==> src/sv/onenc_pkg.sv <==
// ----------------------------------------------------------------------------
// onenc_pkg
// Shared widths, constants and stage payload types of the octahedral normal
// encoder pipeline.
// ----------------------------------------------------------------------------
package onenc_pkg;

    localparam int IN_BITS  = 16;
    localparam int OUT_BITS = 16;

    // quotient fraction bits and quotient width (covers the value 1.0)
    localparam int QF = 16;
    localparam int QB = QF + 1;

    // l1 norm width, remainder / divisor width, pre-map value width
    localparam int L1W = IN_BITS + 1;
    localparam int RW  = L1W + 1;
    localparam int WW  = QB + 1;

    localparam int S_TDATA_W = ((3 * IN_BITS + 7) / 8) * 8;
    localparam int M_TDATA_W = ((2 * OUT_BITS + 7) / 8) * 8;

    localparam logic [WW-1:0]       ONE_Q    = WW'(1) << QF;
    localparam logic [OUT_BITS-1:0] OUT_HALF = OUT_BITS'(1) << (OUT_BITS - 1);
    localparam logic [OUT_BITS-1:0] OUT_MAX  = {OUT_BITS{1'b1}};

    typedef struct packed {
        logic           x_neg;
        logic           y_neg;
        logic           z_neg;
        logic           zero;
        logic [L1W-1:0] l1;
        logic [QB-1:0]  nlow;
        logic [RW-1:0]  rem_x;
        logic [RW-1:0]  rem_z;
        logic [QB-1:0]  q_x;
        logic [QB-1:0]  q_z;
    } div_t;

    typedef struct packed {
        logic                 zero;
        logic signed [WW-1:0] w_u;
        logic signed [WW-1:0] w_v;
    } fold_t;

endpackage

==> src/sv/onenc_prep.sv <==
// ----------------------------------------------------------------------------
// onenc_prep
// Input stage: sign/magnitude split, l1 norm and divider start values.
// ----------------------------------------------------------------------------
module onenc_prep (
    input  logic                               aclk,
    input  logic                               aresetn,
    input  logic                               in_valid,
    output logic                               in_ready,
    input  logic signed [onenc_pkg::IN_BITS-1:0] in_x,
    input  logic signed [onenc_pkg::IN_BITS-1:0] in_y,
    input  logic signed [onenc_pkg::IN_BITS-1:0] in_z,
    output logic                               out_valid,
    input  logic                               out_ready,
    output onenc_pkg::div_t                    out_data
);

    localparam int InW = onenc_pkg::IN_BITS;
    localparam int L1W = onenc_pkg::L1W;
    localparam int RW  = onenc_pkg::RW;
    localparam int QB  = onenc_pkg::QB;

    logic            vld_reg;
    onenc_pkg::div_t data_reg;
    onenc_pkg::div_t data_next;
    logic [InW-1:0]  xm;
    logic [InW-1:0]  ym;
    logic [InW-1:0]  zm;
    logic [L1W-1:0]  l1;

    assign in_ready  = !vld_reg || out_ready;
    assign out_valid = vld_reg;
    assign out_data  = data_reg;

    always_comb begin
        xm = in_x[InW-1] ? InW'(-in_x) : InW'(in_x);
        ym = in_y[InW-1] ? InW'(-in_y) : InW'(in_y);
        zm = in_z[InW-1] ? InW'(-in_z) : InW'(in_z);
        l1 = L1W'(xm) + L1W'(ym) + L1W'(zm);

        data_next.x_neg = in_x[InW-1];
        data_next.y_neg = in_y[InW-1];
        data_next.z_neg = in_z[InW-1];
        data_next.zero  = (l1 == '0);
        data_next.l1    = l1;
        // low dividend bits come from l1, high part is magnitude plus l1 overflow
        data_next.nlow  = QB'(l1);
        data_next.rem_x = RW'(xm) + RW'(l1 >> QB);
        data_next.rem_z = RW'(zm) + RW'(l1 >> QB);
        data_next.q_x   = '0;
        data_next.q_z   = '0;
    end

    always_ff @(posedge aclk) begin
        if (!aresetn) begin
            vld_reg <= 1'b0;
        end else if (in_ready) begin
            vld_reg <= in_valid;
        end
    end

    always_ff @(posedge aclk) begin
        if (in_ready && in_valid) begin
            data_reg <= data_next;
        end
    end

endmodule

==> src/sv/onenc_div_stage.sv <==
// ----------------------------------------------------------------------------
// onenc_div_stage
// One restoring division step for both lanes: one quotient bit per stage.
// ----------------------------------------------------------------------------
module onenc_div_stage (
    input  logic            aclk,
    input  logic            aresetn,
    input  logic            in_valid,
    output logic            in_ready,
    input  onenc_pkg::div_t in_data,
    output logic            out_valid,
    input  logic            out_ready,
    output onenc_pkg::div_t out_data
);

    localparam int RW = onenc_pkg::RW;
    localparam int QB = onenc_pkg::QB;

    logic            vld_reg;
    onenc_pkg::div_t data_reg;
    onenc_pkg::div_t data_next;
    logic [RW:0]     dvs;
    logic [RW:0]     t_x;
    logic [RW:0]     t_z;
    logic            ge_x;
    logic            ge_z;

    assign in_ready  = !vld_reg || out_ready;
    assign out_valid = vld_reg;
    assign out_data  = data_reg;

    always_comb begin
        // divisor is 2 * l1
        dvs  = {1'b0, in_data.l1, 1'b0};
        t_x  = {in_data.rem_x, in_data.nlow[QB-1]};
        t_z  = {in_data.rem_z, in_data.nlow[QB-1]};
        ge_x = (t_x >= dvs);
        ge_z = (t_z >= dvs);

        data_next       = in_data;
        data_next.nlow  = {in_data.nlow[QB-2:0], 1'b0};
        data_next.rem_x = ge_x ? RW'(t_x - dvs) : t_x[RW-1:0];
        data_next.rem_z = ge_z ? RW'(t_z - dvs) : t_z[RW-1:0];
        data_next.q_x   = {in_data.q_x[QB-2:0], ge_x};
        data_next.q_z   = {in_data.q_z[QB-2:0], ge_z};
    end

    always_ff @(posedge aclk) begin
        if (!aresetn) begin
            vld_reg <= 1'b0;
        end else if (in_ready) begin
            vld_reg <= in_valid;
        end
    end

    always_ff @(posedge aclk) begin
        if (in_ready && in_valid) begin
            data_reg <= data_next;
        end
    end

endmodule

==> src/sv/onenc_map.sv <==
// ----------------------------------------------------------------------------
// onenc_map
// Hemisphere fold and sign, then the *0.5+0.5 map with rounding and
// saturation; the second stage is the output register.
// ----------------------------------------------------------------------------
module onenc_map (
    input  logic                             aclk,
    input  logic                             aresetn,
    input  logic                             in_valid,
    output logic                             in_ready,
    input  onenc_pkg::div_t                  in_data,
    output logic                             out_valid,
    input  logic                             out_ready,
    output logic [onenc_pkg::OUT_BITS-1:0]   out_u,
    output logic [onenc_pkg::OUT_BITS-1:0]   out_v,
    output logic                             out_zero
);

    localparam int WW  = onenc_pkg::WW;
    localparam int OB  = onenc_pkg::OUT_BITS;
    localparam int QF  = onenc_pkg::QF;
    localparam int EW  = WW + OB;

    logic                 fold_vld_reg;
    onenc_pkg::fold_t     fold_reg;
    onenc_pkg::fold_t     fold_next;
    logic                 fold_ready;
    logic signed [WW-1:0] qx;
    logic signed [WW-1:0] qz;
    logic signed [WW-1:0] mu;
    logic signed [WW-1:0] mv;

    logic                 out_vld_reg;
    logic [OB-1:0]        u_reg;
    logic [OB-1:0]        v_reg;
    logic                 zero_reg;
    logic [OB-1:0]        u_next;
    logic [OB-1:0]        v_next;
    logic [WW-1:0]        a_u;
    logic [WW-1:0]        a_v;
    logic [EW-1:0]        e_u;
    logic [EW-1:0]        e_v;
    logic [OB:0]          r_u;
    logic [OB:0]          r_v;
    logic                 out_stage_ready;

    assign out_stage_ready = !out_vld_reg || out_ready;
    assign fold_ready      = !fold_vld_reg || out_stage_ready;
    assign in_ready        = fold_ready;
    assign out_valid       = out_vld_reg;
    assign out_u           = u_reg;
    assign out_v           = v_reg;
    assign out_zero        = zero_reg;

    // fold stage
    always_comb begin
        qx = WW'($signed({1'b0, in_data.q_x}));
        qz = WW'($signed({1'b0, in_data.q_z}));
        if (in_data.y_neg) begin
            mu = $signed(onenc_pkg::ONE_Q) - qz;
            mv = $signed(onenc_pkg::ONE_Q) - qx;
        end else begin
            mu = qx;
            mv = qz;
        end
        fold_next.zero = in_data.zero;
        fold_next.w_u  = in_data.x_neg ? -mu : mu;
        fold_next.w_v  = in_data.z_neg ? -mv : mv;
    end

    always_ff @(posedge aclk) begin
        if (!aresetn) begin
            fold_vld_reg <= 1'b0;
        end else if (fold_ready) begin
            fold_vld_reg <= in_valid;
        end
    end

    always_ff @(posedge aclk) begin
        if (fold_ready && in_valid) begin
            fold_reg <= fold_next;
        end
    end

    // map stage
    always_comb begin
        a_u = WW'(fold_reg.w_u) + onenc_pkg::ONE_Q;
        a_v = WW'(fold_reg.w_v) + onenc_pkg::ONE_Q;
        e_u = {a_u, {OB{1'b0}}} + (EW'(1) << QF);
        e_v = {a_v, {OB{1'b0}}} + (EW'(1) << QF);
        r_u = e_u[EW-1:QF+1];
        r_v = e_v[EW-1:QF+1];
        if (fold_reg.zero) begin
            u_next = onenc_pkg::OUT_HALF;
            v_next = onenc_pkg::OUT_HALF;
        end else begin
            u_next = r_u[OB] ? onenc_pkg::OUT_MAX : r_u[OB-1:0];
            v_next = r_v[OB] ? onenc_pkg::OUT_MAX : r_v[OB-1:0];
        end
    end

    always_ff @(posedge aclk) begin
        if (!aresetn) begin
            out_vld_reg <= 1'b0;
        end else if (out_stage_ready) begin
            out_vld_reg <= fold_vld_reg;
        end
    end

    always_ff @(posedge aclk) begin
        if (out_stage_ready && fold_vld_reg) begin
            u_reg    <= u_next;
            v_reg    <= v_next;
            zero_reg <= fold_reg.zero;
        end
    end

endmodule

==> src/sv/octahedral_normal_encode_core.sv <==
// ----------------------------------------------------------------------------
// octahedral_normal_encode_core
// Octahedral encoding of a signed fixed-point normal into two unsigned
// coordinates, fully pipelined.
// ----------------------------------------------------------------------------
// Takes one normal per cycle unless stalled and returns its (u, v) octahedral
// coordinates: one input stage forms magnitudes and the l1 norm, 17 divider
// stages each produce one quotient bit for x and z side by side, and two
// stages fold the lower hemisphere and map to unsigned fixed point. Every
// stage holds its item while the next one is full, so back-pressure on the
// result channel stops only the stages behind the waiting item. An all-zero
// vector returns u = v = half scale with the zero_vector flag in tuser.
// ----------------------------------------------------------------------------
module octahedral_normal_encode_core (
    input  logic                                 aclk,
    input  logic                                 aresetn,
    input  logic                                 s_axis_tvalid,
    output logic                                 s_axis_tready,
    // norm_x, norm_y, norm_z
    input  logic [onenc_pkg::S_TDATA_W-1:0]      s_axis_tdata,
    output logic                                 m_axis_tvalid,
    input  logic                                 m_axis_tready,
    // enc_u, enc_v
    output logic [onenc_pkg::M_TDATA_W-1:0]      m_axis_tdata,
    // zero_vector
    output logic                                 m_axis_tuser
);

    localparam int InW = onenc_pkg::IN_BITS;
    localparam int QB  = onenc_pkg::QB;
    localparam int OB  = onenc_pkg::OUT_BITS;

    onenc_pkg::div_t stage_data  [QB+1];
    logic            stage_valid [QB+1];
    logic            stage_ready [QB+1];
    logic [OB-1:0]   enc_u;
    logic [OB-1:0]   enc_v;

    onenc_prep u_prep (
        .aclk      (aclk),
        .aresetn   (aresetn),
        .in_valid  (s_axis_tvalid),
        .in_ready  (s_axis_tready),
        .in_x      ($signed(s_axis_tdata[InW-1:0])),
        .in_y      ($signed(s_axis_tdata[2*InW-1:InW])),
        .in_z      ($signed(s_axis_tdata[3*InW-1:2*InW])),
        .out_valid (stage_valid[0]),
        .out_ready (stage_ready[0]),
        .out_data  (stage_data[0])
    );

    for (genvar i = 0; i < QB; i++) begin : g_div
        onenc_div_stage u_div (
            .aclk      (aclk),
            .aresetn   (aresetn),
            .in_valid  (stage_valid[i]),
            .in_ready  (stage_ready[i]),
            .in_data   (stage_data[i]),
            .out_valid (stage_valid[i+1]),
            .out_ready (stage_ready[i+1]),
            .out_data  (stage_data[i+1])
        );
    end

    onenc_map u_map (
        .aclk      (aclk),
        .aresetn   (aresetn),
        .in_valid  (stage_valid[QB]),
        .in_ready  (stage_ready[QB]),
        .in_data   (stage_data[QB]),
        .out_valid (m_axis_tvalid),
        .out_ready (m_axis_tready),
        .out_u     (enc_u),
        .out_v     (enc_v),
        .out_zero  (m_axis_tuser)
    );

    assign m_axis_tdata = onenc_pkg::M_TDATA_W'({enc_v, enc_u});

endmodule

==> config.mk <==
export PLATFORM = sky130hd
export DESIGN_NAME = octahedral_normal_encode_core
export DESIGN_NICKNAME = d
export VERILOG_FILES = /design/src/sv/onenc_pkg.sv /design/src/sv/onenc_prep.sv /design/src/sv/onenc_div_stage.sv /design/src/sv/onenc_map.sv /design/src/sv/octahedral_normal_encode_core.sv
export SDC_FILE = /design/constraint.sdc
export NUM_CORES = 2
export LEC_CHECK = 0
export BUFFER_PORTS_ARGS = -buffer_cell sky130_fd_sc_hd__clkbuf_2
export CAP_MARGIN = 40
export CORE_ASPECT_RATIO = 0.75
export CORE_MARGIN = 2
export CORE_UTILIZATION = 52
export DETAILED_ROUTE_END_ITERATION = 12
export MAX_ROUTING_LAYER = met4
export PLACE_DENSITY = 0.68
export SLEW_MARGIN = 20
export SYNTH_ARGS = -nofsm -noshare
export SYNTH_HDL_FRONTEND = slang
export SYNTH_SLANG_ARGS = --single-unit
export TNS_END_PERCENT = 30
==> constraint.sdc <==
create_clock -name aclk -period 22.8 [get_ports aclk]
set_clock_uncertainty 0.15 [all_clocks]
set_input_delay 5.7 -clock aclk [delete_from_list [all_inputs] [get_ports aclk]]
set_output_delay 5.7 -clock aclk [all_outputs]
set_load 0.01 [all_outputs]
==> flow_summary.ini <==
[min_path]
worstHoldPathType = reg2reg
timing.hold.worst_endpoint = g_div[7].u_div.out_data[5]
hold_path_startpoint = g_div[6].u_div.out_data[4]
min_delay_path_depth = 0

[finish]
largest_register_ff_count = 1190
layout.cell_area.non_filler_um2 = 84450
multi_input_comb_area_um2 = 34480
fillers = 11840
finalNetCount = 7511
drive_above_1_share_pct = 9.962
layout.cells.non_filler = 8898
layout.area.seq_um2 = 39830
synthToLayoutAreaGrowth_pct = 10.40

[timing]
final-max-slew-violation-count = 0
report.final.hold_viol_count = 0
maxClockFrequency_ghz = 0.07075
setup_tns_final_ns = 0
tightestPinTransition_ns = 0.9605
slew-limit-headroom_pct = 35.53
final-setup-viol-count = 0
post-route-period-util_pct = 61.99
rsz0062_at_grt = false
finalCriticalPeriod_ns = 14.13

[power_and_ir_drop]
leakage_uw = 0.03212
worst_ir_drop_vdd_mv = 0.06127
power.density_cell_area_nw_per_um2 = 68.25

[setup_path]
rr_endpoint = g_div[7].u_div.out_data[62]
cpPeakStageDelay_ns = 0.52
crit_path_cell_trace = clkbuf_2 > and3b_1 > and2_1 > and3_1 > nand2_1 > nor3_1 > and4_1 > nand2_1 > clkbuf_2
required_ns = 16.95
worst_setup_path_end_kind = output port
timing.reg2reg.worst_path_depth = 11
worst_path_max_delay_cell = sky130_fd_sc_hd__and4_1
crit_fanout = 5
rr_startpoint = g_div[6].u_div.out_data[34]
worst_reg_to_reg_setup_slack_ns = 18.29
crit_path_start_kind = primary input
worst-endpoint-arrival_ns = 8.28
worstSetupPathType = in2out

[cts]
cts-root-to-sink-buffers = 3
htree_num_levels = 4
clock_latency_ns = 0.77
ctsRootBufferMaster = sky130_fd_sc_hd__clkbuf_16
cts_hold_buffers = 0
clk_pin_slew_worst_setup_hold_paths_ns = 0.06
cts.sinks = 1333
ctsResizeCount = 0
buffer_count_from_post_cts_setup_fixing = 0
numCtsBuffers = 133
tritoncts = yes

[placed_design]
numPortBuffers = 86
place_congestion = 0.9948
post-dp-hpwl_mm = 145.1
place_inst = 8647
detailed_place.area_um2 = 79740

[yosys]
synthesis.nets = 7337
synth.top_cells.by_area = sky130_fd_sc_hd__edfxtp_1 (52%), sky130_fd_sc_hd__ha_1 (9.6%), sky130_fd_sc_hd__mux2_2 (3.6%)
ys_types = 85
synthCells = 6651
synth_area_per_cell_um2 = 11.50
mappedNetlistArea_um2 = 76490
synth-edff-count = 1313
ys_ff_latch = 1333
post_synth_top_area_share_pct = 51.55
synth_ff_type = sky130_fd_sc_hd__edfxtp_1
synthesis.yosys.warnings = 0
post-synth-top-area-cell = sky130_fd_sc_hd__edfxtp_1
synth_async_sr_flop_share_pct = 0
seq_area_frac_synth_pct = 52.07

[flow_run]
max_cap_violations = 0

[global_route]
grt_first_pass_wirelength_mm = 287.3
initial_antenna_violation_count = 10
grt_pass1_vias = 48810
grtUsageTotal_pct = 25.61
grt_max_degree = 77
grt_remaining_overflow = 0

[floorplan]
design.die.area_um2 = 150200
core-area_um2 = 145600
io_pins = 87
die_height_um = 336.1
num_rows = 121
floorplan.initialDensity_pct = 52.52
die_width_um = 446.9

[detailed_routing]
routedWlPerCell_um = 21.23
antenna_violating_nets_post_route = 0
vias_per_cell = 5.923
drt_iter0_markers = 5260
drt_first_pass_iters = 6
finalWirelength_mm = 188.9
drcViolationCount = 0
routed-via-count = 52700

[run_status]
run_status = finished, final reports clean
==> cells in the mapped netlist, drive strengths merged, types with 59 or more instances <==
library cell	number
inv	521
o21ai	363
nand2b	97
a21oi	487
nor2	491
nand3	99
ha	585
a211oi	97
o21a	127
xor2	231
o31ai	67
a21o	113
clkbuf	82
nor2b	121
mux2	243
nand2	362
nand4	96
xnor2	251
edfxtp	1313
nor3	138
or3	59
==> cells in the final DEF, fill, tap and decap left out, types with 22 or more instances in the layout <==
cell type	count
sky130_fd_sc_hd__xnor2_1	251
sky130_fd_sc_hd__nor2_1	491
sky130_fd_sc_hd__nand2_1	362
sky130_fd_sc_hd__clkbuf_16	135
sky130_fd_sc_hd__a31oi_1	22
sky130_fd_sc_hd__a211o_1	31
sky130_fd_sc_hd__o21ai_0	356
sky130_fd_sc_hd__o31ai_1	65
sky130_fd_sc_hd__buf_4	29
sky130_fd_sc_hd__a211oi_1	96
sky130_fd_sc_hd__xor2_1	231
sky130_fd_sc_hd__mux2_2	243
sky130_fd_sc_hd__o31a_1	38
sky130_fd_sc_hd__inv_1	521
sky130_fd_sc_hd__nand3_1	97
sky130_fd_sc_hd__o211ai_1	31
sky130_fd_sc_hd__a31o_2	31
sky130_fd_sc_hd__nand2b_1	97
sky130_fd_sc_hd__nor2b_1	109
sky130_fd_sc_hd__ha_1	585
sky130_fd_sc_hd__a21oi_1	485
sky130_fd_sc_hd__fa_1	49
sky130_fd_sc_hd__or3_1	57
sky130_fd_sc_hd__edfxtp_1	1313
sky130_fd_sc_hd__nor4_1	45
sky130_fd_sc_hd__nand4_1	96
sky130_fd_sc_hd__nor3_1	135
sky130_fd_sc_hd__and3_1	47
sky130_fd_sc_hd__a21o_1	113
sky130_fd_sc_hd__a21boi_0	32
sky130_fd_sc_hd__mux2i_1	55
sky130_fd_sc_hd__o21bai_1	37
sky130_fd_sc_hd__clkbuf_2	86
sky130_fd_sc_hd__o21a_1	127
sky130_fd_sc_hd__and2_1	23
==> where the power goes <==
| group | internal (µW) | switching [µW] | leakage, µW |
|---|---|---|---|
| logic | 297 | 447 | 0.0179 |
| clock network | 1260 | 959 | 0.00212 |
| registers | 2740 | 56.1 | 0.0121 |
==> final cells by class <==
class / count / share of cell area (%)
Sequential cell: 1333 / 47.16
Multi-Input combinational cell: 4687 / 40.83
Clock buffer: 155 / 4.089
Tap cell: 1968 / 2.916
Inverter: 521 / 2.316
Timing Repair Buffer: 149 / 1.522
Clock inverter: 81 / 1.147
Antenna cell: 4 / 0.01185
==> critical path, delay by kind of cell <==
family	cells	cell delay (ns)
AND/OR/NAND/NOR	7	2.34
buffers and inverters	2	0.24
==> cells by family (layout without fill, tap and decap cells) <==
logic type / after synthesis / after routing / synth area share (%)
other cells: 0 / 4 / 0
xor+xnor: 482 / 482 / 5.519
flops: 1333 / 1333 / 52.07
compound gates: 1614 / 1614 / 13.51
fa+ha+maj: 634 / 634 / 10.85
buf+inv: 631 / 906 / 3.119
simple gates: 1659 / 1659 / 10.63
mux: 298 / 298 / 4.297
==> routing by layer <==
metal | track usage, % | vias up | part of all wire [%]
met5 | - | - | 0
met4 | 4.881 | 0 | 1.5
met3 | 4.502 | 223 | 8.5
met2 | 34.31 | 1935 | 40
met1 | 40.35 | 25390 | 50
li1 | - | 25160 | -
==> worst max path at each step <==
stage	from	end	slack [ns]	depth (start not counted)
after global placement	m_axis_tready	s_axis_tready	8.70	9
after detailed placement	m_axis_tready	s_axis_tready	8.67	9
after global routing	m_axis_tready	s_axis_tready	8.46	9
after floorplan	m_axis_tready	g_div[15].u_div.out_data[0]	9.59	3
final	m_axis_tready	s_axis_tready	8.67	9
after CTS	m_axis_tready	s_axis_tready	8.66	9
==> per-stage QoR <==
stage / hold WS, ns / setup slack [ns] / total power, µW / utilization (%)
2_1_floorplan: 0.2503 / 9.588 / 3337 / -
3_3_place_gp: 0.2510 / 8.703 / 3557 / 54.49
3_5_place_dp: 0.2545 / 8.668 / 3565 / 54.75
4_1_cts: 0.2361 / 8.662 / 5791 / 57.78
5_1_grt: 0.2517 / 8.463 / 5983 / 57.98
6_report: 0.2452 / 8.666 / 5764 / 57.98
No activity file was read; power rests on OpenSTA's default activity.
